[config.mk]
export PLATFORM = sky130hd
export DESIGN_NAME = axis_reorder_stride_calc_top
export DESIGN_NICKNAME = d
export VERILOG_FILES = /design/src/rtl/core/arsc_pkg.sv /design/src/rtl/core/axis_reorder_stride_calc_top.sv /design/src/rtl/core/arsc_ctrl.sv /design/src/rtl/core/arsc_dpath.sv
export SDC_FILE = /design/constraint.sdc
export NUM_CORES = 2
export LEC_CHECK = 0
export ABC_AREA = 1
export BUFFER_PORTS_ARGS = -buffer_cell sky130_fd_sc_hd__buf_2
export CAP_MARGIN = 20
export CORE_AREA = 2 2 340 342
export DETAILED_ROUTE_END_ITERATION = 8
export DIE_AREA = 0 0 342 344
export PLACE_DENSITY = 0.76
export SYNTH_ARGS = -nofsm -noshare
export SYNTH_HDL_FRONTEND = slang
export SYNTH_SLANG_ARGS = --single-unit
[constraint.sdc]
create_clock -name clk -period 15.3 [get_ports clk]
set_input_delay 0.765 -clock clk [delete_from_list [all_inputs] [get_ports clk]]
set_output_delay 0.765 -clock clk [all_outputs]
set_load 0.1 [all_outputs]
[src/rtl/core/arsc_pkg.sv]
`timescale 1ns / 1ps

package arsc_pkg;

    // Sizes of the array description and of the arithmetic.
    localparam int MAX_DIMS    = 8;
    localparam int DIM_W       = $clog2(MAX_DIMS);
    localparam int CNT_W       = $clog2(MAX_DIMS + 1);
    localparam int EXTENT_BITS = 16;
    localparam int AXIS_W      = 3;
    localparam int VOL_W       = 48;
    localparam int INC_W       = VOL_W + 1;
    localparam int PROD_W      = VOL_W + EXTENT_BITS;

    // Error codes carried on the result.
    typedef enum logic [1:0] {
        ERR_NONE = 2'd0,
        ERR_AXIS = 2'd1,
        ERR_OVF  = 2'd2
    } err_t;

    // Sequencer states.
    typedef enum logic [2:0] {
        ST_LOAD,
        ST_CHECK,
        ST_FILL,
        ST_VINIT,
        ST_VOL,
        ST_OUT_RD,
        ST_OUT_EM,
        ST_ERR
    } state_t;

    // Commands from the sequencer to the datapath.
    typedef struct packed {
        logic             load_en;
        logic [DIM_W-1:0] load_idx;
        logic             ord_en;
        logic [DIM_W-1:0] ord_idx;
        logic             perm_wr;
        logic [DIM_W-1:0] perm_idx;
        logic [DIM_W-1:0] perm_val;
        logic             vinit;
        logic             vol_en;
        logic             out_rd;
        logic             out_em;
        logic             err_em;
        logic [CNT_W-1:0] k;
        logic             out_last;
        logic [CNT_W-1:0] first;
        err_t             err_code;
    } ctrl_t;

    // Status from the datapath back to the sequencer.
    typedef struct packed {
        logic [AXIS_W-1:0] order_ax;
        logic              prod_ovf;
        logic              moved;
    } status_t;

endpackage

[src/rtl/core/axis_reorder_stride_calc_top.sv]
`timescale 1ns / 1ps

// Channel   Handshake            Payload
// input     start / busy         extent, order_axis, order_given, last_axis
// result    result_valid strobe  new_extent, increment, first_moved, error, last_result
//
// An item without last_axis is loaded and busy stays low.
// After the last axis: order checks, then appending the unnamed axes, seeding
// the volumes, prefix products on the shared multiplier, then per result a
// volume read, then the subtract.
// An error result comes after the failing check instead of the result walk.
// Reset clears the sequencer and the strobe; results cannot be stalled.
module axis_reorder_stride_calc_top (
    input  logic                                clk,
    input  logic                                rst_n,
    input  logic                                start,
    output logic                                busy,
    input  logic [arsc_pkg::EXTENT_BITS-1:0]    extent,
    input  logic [arsc_pkg::AXIS_W-1:0]         order_axis,
    input  logic                                order_given,
    input  logic                                last_axis,
    output logic                                result_valid,
    output logic [15:0]                         new_extent,
    output logic signed [arsc_pkg::INC_W-1:0]   increment,
    output logic [3:0]                          first_moved,
    output logic [1:0]                          error,
    output logic                                last_result
);
    import arsc_pkg::*;

    ctrl_t   ctrl;
    status_t stat;

    // Sequencer with counters and check flags.
    arsc_ctrl u_ctrl (
        .clk         (clk),
        .rst_n       (rst_n),
        .start       (start),
        .order_given (order_given),
        .last_axis   (last_axis),
        .stat        (stat),
        .busy        (busy),
        .ctrl        (ctrl)
    );

    // Stores, shared multiplier, volume memory and result registers.
    arsc_dpath u_dpath (
        .clk          (clk),
        .rst_n        (rst_n),
        .ctrl         (ctrl),
        .extent       (extent),
        .order_axis   (order_axis),
        .stat         (stat),
        .result_valid (result_valid),
        .new_extent   (new_extent),
        .increment    (increment),
        .first_moved  (first_moved),
        .error        (error),
        .last_result  (last_result)
    );

endmodule

[src/rtl/core/arsc_ctrl.sv]
`timescale 1ns / 1ps

module arsc_ctrl (
    input  logic             clk,
    input  logic             rst_n,
    input  logic             start,
    input  logic             order_given,
    input  logic             last_axis,
    input  arsc_pkg::status_t stat,
    output logic             busy,
    output arsc_pkg::ctrl_t  ctrl
);
    import arsc_pkg::*;

    state_t               state_reg, state_next;
    logic [CNT_W-1:0]     ax_cnt_reg, ax_cnt_next;
    logic [CNT_W-1:0]     ord_cnt_reg, ord_cnt_next;
    logic [CNT_W-1:0]     n_reg, n_next;
    logic [CNT_W-1:0]     ng_reg, ng_next;
    logic [CNT_W-1:0]     k_reg, k_next;
    logic [CNT_W-1:0]     p_reg, p_next;
    logic [CNT_W-1:0]     first_reg, first_next;
    logic [MAX_DIMS-1:0]  used_reg, used_next;
    logic                 ovf_reg, ovf_next;
    err_t                 err_reg, err_next;

    logic accept;
    logic room_ax;
    logic room_ord;
    logic take_ord;
    logic bad_axis;
    logic k_at_n;
    logic k_at_ng;
    logic k_last;

    // Transaction acceptance and the conditions the sequencer branches on.
    assign busy     = (state_reg != ST_LOAD);
    assign accept   = start && !busy;
    assign room_ax  = (ax_cnt_reg < CNT_W'(MAX_DIMS));
    assign room_ord = (ord_cnt_reg < CNT_W'(MAX_DIMS));
    assign take_ord = order_given && room_ax && room_ord;
    assign bad_axis = (CNT_W'(stat.order_ax) >= n_reg) || used_reg[stat.order_ax];
    assign k_at_n   = (k_reg == n_reg);
    assign k_at_ng  = (k_reg == ng_reg);
    assign k_last   = ((k_reg + 1'b1) == n_reg);

    // State register and counters.
    always_ff @(posedge clk or negedge rst_n)
    begin
        if (!rst_n)
        begin
            state_reg   <= ST_LOAD;
            ax_cnt_reg  <= '0;
            ord_cnt_reg <= '0;
            n_reg       <= '0;
            ng_reg      <= '0;
            k_reg       <= '0;
            p_reg       <= '0;
            first_reg   <= '0;
            used_reg    <= '0;
            ovf_reg     <= 1'b0;
            err_reg     <= ERR_NONE;
        end
        else
        begin
            state_reg   <= state_next;
            ax_cnt_reg  <= ax_cnt_next;
            ord_cnt_reg <= ord_cnt_next;
            n_reg       <= n_next;
            ng_reg      <= ng_next;
            k_reg       <= k_next;
            p_reg       <= p_next;
            first_reg   <= first_next;
            used_reg    <= used_next;
            ovf_reg     <= ovf_next;
            err_reg     <= err_next;
        end
    end

    // Next state.
    always_comb
    begin
        state_next = state_reg;
        unique case (state_reg)
            ST_LOAD:
            begin
                if (accept && last_axis)
                    state_next = ST_CHECK;
            end
            ST_CHECK:
            begin
                if (k_at_ng)
                    state_next = ST_FILL;
                else if (bad_axis)
                    state_next = ST_ERR;
            end
            ST_FILL:
            begin
                if (k_at_n)
                    state_next = ST_VINIT;
            end
            ST_VINIT:
                state_next = ST_VOL;
            ST_VOL:
            begin
                if (k_at_n)
                    state_next = ovf_reg ? ST_ERR : ST_OUT_RD;
            end
            ST_OUT_RD:
                state_next = ST_OUT_EM;
            ST_OUT_EM:
                state_next = k_last ? ST_LOAD : ST_OUT_RD;
            ST_ERR:
                state_next = ST_LOAD;
            default:
                state_next = ST_LOAD;
        endcase
    end

    // Counter updates and datapath commands.
    always_comb
    begin
        ax_cnt_next   = ax_cnt_reg;
        ord_cnt_next  = ord_cnt_reg;
        n_next        = n_reg;
        ng_next       = ng_reg;
        k_next        = k_reg;
        p_next        = p_reg;
        first_next    = first_reg;
        used_next     = used_reg;
        ovf_next      = ovf_reg;
        err_next      = err_reg;

        ctrl          = '0;
        ctrl.load_idx = ax_cnt_reg[DIM_W-1:0];
        ctrl.ord_idx  = ord_cnt_reg[DIM_W-1:0];
        ctrl.perm_idx = k_reg[DIM_W-1:0];
        ctrl.perm_val = DIM_W'(stat.order_ax);
        ctrl.k        = k_reg;
        ctrl.out_last = k_last;
        ctrl.first    = first_reg;
        ctrl.err_code = err_reg;

        unique case (state_reg)
            ST_LOAD:
            begin
                if (accept)
                begin
                    ctrl.load_en = room_ax;
                    ctrl.ord_en  = take_ord;
                    if (last_axis)
                    begin
                        // End of the array: freeze the counts and start checking.
                        n_next       = room_ax ? ax_cnt_reg + 1'b1 : ax_cnt_reg;
                        ng_next      = take_ord ? ord_cnt_reg + 1'b1 : ord_cnt_reg;
                        ax_cnt_next  = '0;
                        ord_cnt_next = '0;
                        k_next       = '0;
                        used_next    = '0;
                    end
                    else
                    begin
                        if (room_ax)
                            ax_cnt_next = ax_cnt_reg + 1'b1;
                        if (take_ord)
                            ord_cnt_next = ord_cnt_reg + 1'b1;
                    end
                end
            end
            ST_CHECK:
            begin
                // One requested entry per cycle: range and repeat check.
                if (k_at_ng)
                begin
                    k_next = '0;
                    p_next = ng_reg;
                end
                else if (bad_axis)
                begin
                    err_next = ERR_AXIS;
                end
                else
                begin
                    used_next[stat.order_ax] = 1'b1;
                    ctrl.perm_wr = 1'b1;
                    k_next = k_reg + 1'b1;
                end
            end
            ST_FILL:
            begin
                // Append the axes not named, in ascending order.
                if (k_at_n)
                begin
                    k_next = '0;
                end
                else
                begin
                    if (!used_reg[k_reg[DIM_W-1:0]])
                    begin
                        ctrl.perm_wr  = 1'b1;
                        ctrl.perm_idx = p_reg[DIM_W-1:0];
                        ctrl.perm_val = k_reg[DIM_W-1:0];
                        p_next = p_reg + 1'b1;
                    end
                    k_next = k_reg + 1'b1;
                end
            end
            ST_VINIT:
            begin
                ctrl.vinit = 1'b1;
                ovf_next   = 1'b0;
                first_next = n_reg;
                k_next     = '0;
            end
            ST_VOL:
            begin
                // One prefix product per cycle through the shared multiplier.
                if (k_at_n)
                begin
                    k_next = '0;
                    if (ovf_reg)
                        err_next = ERR_OVF;
                end
                else
                begin
                    ctrl.vol_en = 1'b1;
                    if (stat.prod_ovf)
                        ovf_next = 1'b1;
                    if ((first_reg == n_reg) && stat.moved)
                        first_next = k_reg;
                    k_next = k_reg + 1'b1;
                end
            end
            ST_OUT_RD:
                ctrl.out_rd = 1'b1;
            ST_OUT_EM:
            begin
                ctrl.out_em = 1'b1;
                k_next = k_reg + 1'b1;
            end
            ST_ERR:
                ctrl.err_em = 1'b1;
            default:
            begin
            end
        endcase
    end

endmodule

[src/rtl/core/arsc_dpath.sv]
`timescale 1ns / 1ps

module arsc_dpath (
    input  logic                                clk,
    input  logic                                rst_n,
    input  arsc_pkg::ctrl_t                     ctrl,
    input  logic [arsc_pkg::EXTENT_BITS-1:0]    extent,
    input  logic [arsc_pkg::AXIS_W-1:0]         order_axis,
    output arsc_pkg::status_t                   stat,
    output logic                                result_valid,
    output logic [15:0]                         new_extent,
    output logic signed [arsc_pkg::INC_W-1:0]   increment,
    output logic [3:0]                          first_moved,
    output logic [1:0]                          error,
    output logic                                last_result
);
    import arsc_pkg::*;

    // Small stores, one entry per axis.
    logic [EXTENT_BITS-1:0] ext_store [MAX_DIMS];
    logic [AXIS_W-1:0]      ord_store [MAX_DIMS];
    logic [DIM_W-1:0]       to_old    [MAX_DIMS];
    logic [DIM_W-1:0]       old_to_new[MAX_DIMS];

    // Prefix volume memory, two read ports.
    logic [VOL_W-1:0]       vol_mem [MAX_DIMS+1];

    logic [VOL_W-1:0]       acc_reg;
    logic [VOL_W-1:0]       va_reg;
    logic [VOL_W-1:0]       vb_reg;
    logic [EXTENT_BITS-1:0] ext_rd_reg;
    logic [DIM_W-1:0]       prev_reg;

    logic                   valid_reg;
    logic [15:0]            new_extent_reg;
    logic [INC_W-1:0]       increment_reg;
    logic [3:0]             first_moved_reg;
    logic [1:0]             error_reg;
    logic                   last_reg;

    logic [DIM_W-1:0]       kd;
    logic [DIM_W-1:0]       old_ax;
    logic [EXTENT_BITS-1:0] ext_sel;
    logic [PROD_W-1:0]      prod;
    logic [DIM_W-1:0]       pos_k;
    logic [CNT_W-1:0]       rd_b_addr;
    logic [CNT_W-1:0]       vol_wa;
    logic [INC_W-1:0]       inc_val;

    assign kd        = ctrl.k[DIM_W-1:0];
    assign old_ax    = to_old[kd];
    assign ext_sel   = ext_store[old_ax];
    assign prod      = PROD_W'(acc_reg) * PROD_W'(ext_sel);
    assign pos_k     = old_to_new[kd];
    assign rd_b_addr = CNT_W'(prev_reg) + 1'b1;
    assign vol_wa    = ctrl.k + 1'b1;

    // Status for the sequencer.
    assign stat.order_ax = ord_store[kd];
    assign stat.prod_ovf = |prod[PROD_W-1:VOL_W];
    assign stat.moved    = (old_ax != kd);

    // Axis stores and permutation tables.
    always_ff @(posedge clk)
    begin
        if (ctrl.load_en)
            ext_store[ctrl.load_idx] <= extent;
        if (ctrl.ord_en)
            ord_store[ctrl.ord_idx] <= order_axis;
        if (ctrl.perm_wr)
            to_old[ctrl.perm_idx] <= ctrl.perm_val;
        if (ctrl.vol_en)
            old_to_new[old_ax] <= kd;
    end

    // Running product and prefix volume memory.
    always_ff @(posedge clk)
    begin
        if (ctrl.vinit)
        begin
            acc_reg    <= VOL_W'(1);
            vol_mem[0] <= VOL_W'(1);
        end
        else if (ctrl.vol_en)
        begin
            acc_reg         <= prod[VOL_W-1:0];
            vol_mem[vol_wa] <= prod[VOL_W-1:0];
        end
        if (ctrl.out_rd)
        begin
            va_reg     <= vol_mem[CNT_W'(pos_k)];
            vb_reg     <= vol_mem[rd_b_addr];
            ext_rd_reg <= ext_sel;
            prev_reg   <= pos_k;
        end
    end

    // Destination increment: a volume for axis 0, a difference otherwise.
    assign inc_val = (ctrl.k == '0) ? {1'b0, va_reg}
                                    : ({1'b0, va_reg} - {1'b0, vb_reg});

    // Result strobe.
    always_ff @(posedge clk or negedge rst_n)
    begin
        if (!rst_n)
            valid_reg <= 1'b0;
        else
            valid_reg <= ctrl.out_em || ctrl.err_em;
    end

    // Result payload.
    always_ff @(posedge clk)
    begin
        if (ctrl.err_em)
        begin
            new_extent_reg  <= '0;
            increment_reg   <= '0;
            first_moved_reg <= '0;
            error_reg       <= ctrl.err_code;
            last_reg        <= 1'b1;
        end
        else if (ctrl.out_em)
        begin
            new_extent_reg  <= 16'(ext_rd_reg);
            increment_reg   <= inc_val;
            first_moved_reg <= 4'(ctrl.first);
            error_reg       <= ERR_NONE;
            last_reg        <= ctrl.out_last;
        end
    end

    assign result_valid = valid_reg;
    assign new_extent   = new_extent_reg;
    assign increment    = increment_reg;
    assign first_moved  = first_moved_reg;
    assign error        = error_reg;
    assign last_result  = last_reg;

endmodule
* Word level (Yosys, flattened, before mapping)
Memories as Yosys holds them, arrays and structs flattened. A register that Yosys moved wholly into a read port is not among the register bits. Cells that the tools add are included.
Storage, ports and cells: flip-flop bits (word level) 182, RAM bits 632, memories 5
Memories:
- u_dpath.vol_mem | depth 9, width 48, read ports 2, clocked after memory_dff 2, write ports 1, RTL line arsc_dpath.sv:26 | logic [VOL_W-1:0] vol_mem [MAX_DIMS+1];
- u_dpath.ext_store | depth 8, width 16, read ports 1, clocked after memory_dff 0, write ports 1, RTL line arsc_dpath.sv:20 | logic [EXTENT_BITS-1:0] ext_store [MAX_DIMS];
- u_dpath.old_to_new | depth 8, width 3, read ports 1, clocked after memory_dff 0, write ports 1, RTL line arsc_dpath.sv:23 | logic [DIM_W-1:0] old_to_new[MAX_DIMS];
- u_dpath.ord_store | depth 8, width 3, read ports 1, clocked after memory_dff 0, write ports 1, RTL line arsc_dpath.sv:21 | logic [AXIS_W-1:0] ord_store [MAX_DIMS];
- u_dpath.to_old | depth 8, width 3, read ports 1, clocked after memory_dff 0, write ports 1, RTL line arsc_dpath.sv:22 | logic [DIM_W-1:0] to_old [MAX_DIMS];
Cells by class: add/sub/neg operators 6, multiply operators 1, $lt $le $gt $ge 6, equal/unequal tests 29, multiplexer cells 78, bitwise operators 1, reductions and logical operators 30
Operators by type and width (count):
- $mul A48 B16 Y64 | 1
- $mux W4 | 15
- $mux W49 | 1
- $sub A48 B48 Y49 | 1
- $mux W48 | 1
- $reduce_or A48 Y1 | 1
- $mux W8 | 4
- $mux W1 | 30
- $pmux W3 S8 | 1
- $pmux W4 S5 | 1
- $mux W3 | 6
- $add A4 B1 Y4 const B | 4
- $eq A4 B4 Y1 | 4
- $ne A2 B1 Y1 const B | 8
- $pmux W4 S2 | 2
- $pmux W8 S2 | 1
- $reduce_or A16 Y1 | 1
- $mux W2 | 7
- $mux W7 | 2
- $ne A2 B2 Y1 const B | 7
- $eq A3 B3 Y1 const B | 4
- $reduce_and A4 Y1 | 3
- $reduce_and A5 Y1 | 2
- $reduce_bool A2 Y1 | 5
- other kinds (26) | 39

* Depth between registers and ports, before layout
An unclocked memory read counts as a cell.
depth in word-level cells 9, depth in mapped cells 48, mapped depth without buffers 45

* Hierarchy
A second synthesis with hierarchy kept.
Unflattened totals: cells, all modules 7922, area, all modules 69380.3 sq um
Modules (own cells, without submodules):
- arsc_dpath | times used 1, cells an instance 7515, area an instance 66508.8 sq um, sequential area each 24878.9 sq um
- arsc_ctrl | times used 1, cells an instance 407, area an instance 2871.5 sq um, sequential area each 1026.0 sq um

* Least setup slack after synthesis
No wires, ideal clock.
path kind register to register, start register u_ctrl.k_reg[0], end memory u_dpath.vol_mem[0][36] (data pin), library setup time 245 ps, arrival 6820 ps, slack 8234 ps, cell stages (with the launch flop) 36, path buffers 3, cells stage by stage dfrtp_1 -> buf_6 -> buf_6 -> o21ai_0 -> o221ai_2 -> nand2_4 -> nand2_2 -> inv_2 -> o21ai_0 -> o22ai_1 -> nor2_2 -> inv_2 -> buf_2 -> nand2_1 -> fa_1 -> inv_1 -> fa_1 -> inv_1 -> fa_1 -> inv_1 -> fa_1 -> fa_1 -> inv_1 -> fa_1 -> inv_1 -> ha_1 -> nand2_1 -> nor2_1 -> inv_1 -> nor2_1 -> inv_1 -> o21bai_1 -> inv_1 -> o21ai_0 -> o21ai_0 -> a21oi_1
On the way: cells in the longest elaborated chain, start to end 8
RTL lines:
- from (decl) | RTL line arsc_ctrl.sv:20 | logic [CNT_W-1:0] k_reg, k_next;
- from (signal assigned) | RTL line arsc_ctrl.sv:71 | k_reg <= k_next;
- parallel branches: the longest is 7 deep, another holds $mul A48 B16 Y64
- $mux W48 (no line) (*)
- to (decl) | RTL line arsc_dpath.sv:26
Mark *: on every way between the ends.

* Worst setup path after layout
start register u_ctrl.k_reg[0], end memory u_dpath.vol_mem[2][37] (data pin)
Same word-level chain as after synthesis.

==> impl_metrics.tcl <==
set metrics [dict create \
    drt_first_iter_violations 6545 \
    root_buffer "clkbuf_16" \
    max_cap_violations 0 \
    crit_type "reg2reg" \
    critPathLaunchType "register" \
    worstMarginPinSlew_ps 1160 \
    finClkSkew_ps 67.2 \
    critPathTopFamily "adder cells" \
    rows 124 \
    dieWidth_um 342 \
    max_freq_ghz 0.0909 \
    synth_top_family_by_area "adder cells" \
    slew_viol_final 0 \
    fin_nets 8535 \
    synth-main-ff-cell "edfxtp_1" \
    synth-edff-count 749 \
    grt_pass1_vias 55000 \
    core_area_um2 114000 \
    synth_nets 8630 \
    largest_reg_flops 432 \
    cts_resized 0 \
    cts_tree "done" \
    via_per_inst 5.99 \
    ys_ff_latch 909 \
    crit_fanout 52 \
    grt_pass1_wl_um 316000 \
    io_pins 98 \
    slew_headroom_pct 23.0 \
    worstSetupEndpointType "register" \
    synth_mux_area_share_pct 0.0166 \
    cts_sinks 909 \
    reg2regPathDepth 34 \
    vias 55500 \
    cts_setup_buffers 0 \
    yosys.area_share.simple_pct 16.6 \
    path_clk_slew_ps 70 \
    dp_hpwl_um 149000 \
    synth_warnings 0 \
    wl_um 208000 \
    die_area_um2 118000 \
    clock_path_buffers 3 \
    cp_slowest_cell "a21oi_1" \
    syn_inst 7770 \
    synth_cell_types 62 \
    h-tree-depth 3 \
    grt_overflow_total 0 \
    slowest_delay_ps 690 \
    finalCritPeriodShare_pct 71.9 \
    reg2reg_slack_ps 4300 \
    clkLatencyLatePin_ps 710 \
    synth_fa_ha_area_share_pct 22.5 \
    nFillCells 9394 \
    crit_cells 34 \
    synth_xor_xnor_area_share_pct 0.645 \
    drt_first_pass_iters 7 \
    synth-compound-area-share_pct 11.6 \
    synth.avg_cell_area_um2 8.74 \
    rsz0062_at_grt "no" \
    grt_usage_pct 35.4 \
    die_h_um 344 \
    wl_per_cell_um 22.4 \
    path_buf_inv 12 \
    synth_area_um2 67900 \
    cp.arrival_ps 11390 \
    final_util_pct 63.7 \
    required_ps 15690 \
    tns_ps 0 \
    fin_crit_ps 11000 \
    ant_nets 0 \
    cts_buffers 94 \
    status "complete, no violations" \
    drc_errors 0 \
    grt_max_degree 156 \
    port_buffers 97 \
    layout-drive-gt1-share_pct 5.69 \
    stdcell_count 9267 \
    setup_violations 0 \
    antenna_found_initial 3 \
    async_reset_ff_share_pct 4.62 \
    gp_congestion 1.02 \
    place_ws_ps 4480 \
    hold_path.class "in2async" \
    setup_slack_ps 4300 \
    start_util_pct 59.6 \
    dp.cells 9090 \
    area_growth_pct 6.83 \
    finalHoldViolations 0 \
    cts_hold_buf 0 \
    seq_area_frac_synth_pct 38.2 \
]
==> cells in the mapped netlist, types with 29 or more instances <==
cell type	instances	area share (%)
dfxtp_1	118	3.5
a21oi_1	498	3.7
buf_2	98	0.72
nor3_1	166	1.2
nand2_1	1521	8.4
o21ai_0	665	4.9
edfxtp_1	749	33
buf_1	42	0.23
o22ai_1	35	0.32
ha_1	193	3.6
buf_4	29	0.32
o211ai_1	29	0.32
nor2_1	660	3.6
xor2_1	29	0.37
fa_1	643	19
inv_1	1411	7.8
clkbuf_1	176	0.97
o21ai_1	52	0.38
nand3_1	288	2.1
dfrtp_1	42	1.5
o21bai_1	36	0.40
o22a_1	46	0.59
==> path summary, 6_finish.rpt <==
check / start / endpoint
max: u_ctrl.k_reg[0] / u_dpath.vol_mem[2][37]
min: rst_n / u_ctrl.used_reg[5]
max reg2reg: u_ctrl.k_reg[0] / u_dpath.vol_mem[2][37]
min reg2reg: u_dpath.increment[46] / u_dpath.increment[46]
max in group asynchronous: rst_n / u_ctrl.k_reg[2]
min in group clk: extent[9] / u_dpath.ext_store[0][9]
==> cell type report <==
cell class                      count  area [um^2]  share of cell area, %
Multi-Input combinational cell   5055        35100                   48.4
Sequential cell                   909        25900                   35.7
Inverter                         1446         5440                   7.50
Clock buffer                      133         2700                   3.72
Tap cell                         1512         1890                   2.61
Timing Repair Buffer              169         1060                   1.46
Clock inverter                     42          428                  0.590
Antenna cell                        1         2.50                0.00345
==> cell families (layout without fill, tap and decap cells) <==
logic type,Yosys count,in the layout
AO/OA/AOI/OAI,1434,1434
XOR/XNOR,50,50
adder cells (fa/ha/maj),836,836
buffers and inverters,1806,1790
flip-flops,909,909
multiplexers,1,1
other,0,1
AND/OR/NAND/NOR,2734,2734
==> placed cells by master, fill, tap and decap left out, types with 19 or more instances in the layout <==
cell type,count
dfrtp_1,41
ha_1,192
nor2_4,19
nor3_1,161
xnor2_1,20
buf_2,97
clkinv_1,21
inv_1,1409
dfxtp_1,118
a31oi_1,21
edfxtp_1,749
nand2_1,1520
o22a_1,46
nor2_1,650
xor2_1,29
buf_4,70
nor3_2,25
clkbuf_1,25
o21ai_0,665
nand3_1,286
inv_2,21
o21ai_1,51
clkbuf_16,99
fa_1,643
a21oi_1,498
o211ai_1,29
o21bai_1,36
o22ai_1,35
nand4_1,22
==> through the flow <==
stage | area (um^2) | hold WS, ps
final | 72500 | 64.8
after global routing | 72500 | 63.4
after CTS | 72500 | 258
after detailed placement | 69400 | 436
after global placement | 69400 | 432
after floorplan | 67900 | 442
==> layer usage <==
layer  vias up  wire [um]  global-route usage (%)
met5         -          0                       0
met4         0       9860                    15.7
met3       650      23400                    6.69
met2      3352      95000                    56.7
met1     26800      79600                    47.4
li1      24700          -                       -
Power is not shown: default switching activity piles up to over one toggle a cycle in this logic, so the estimate is an artifact.
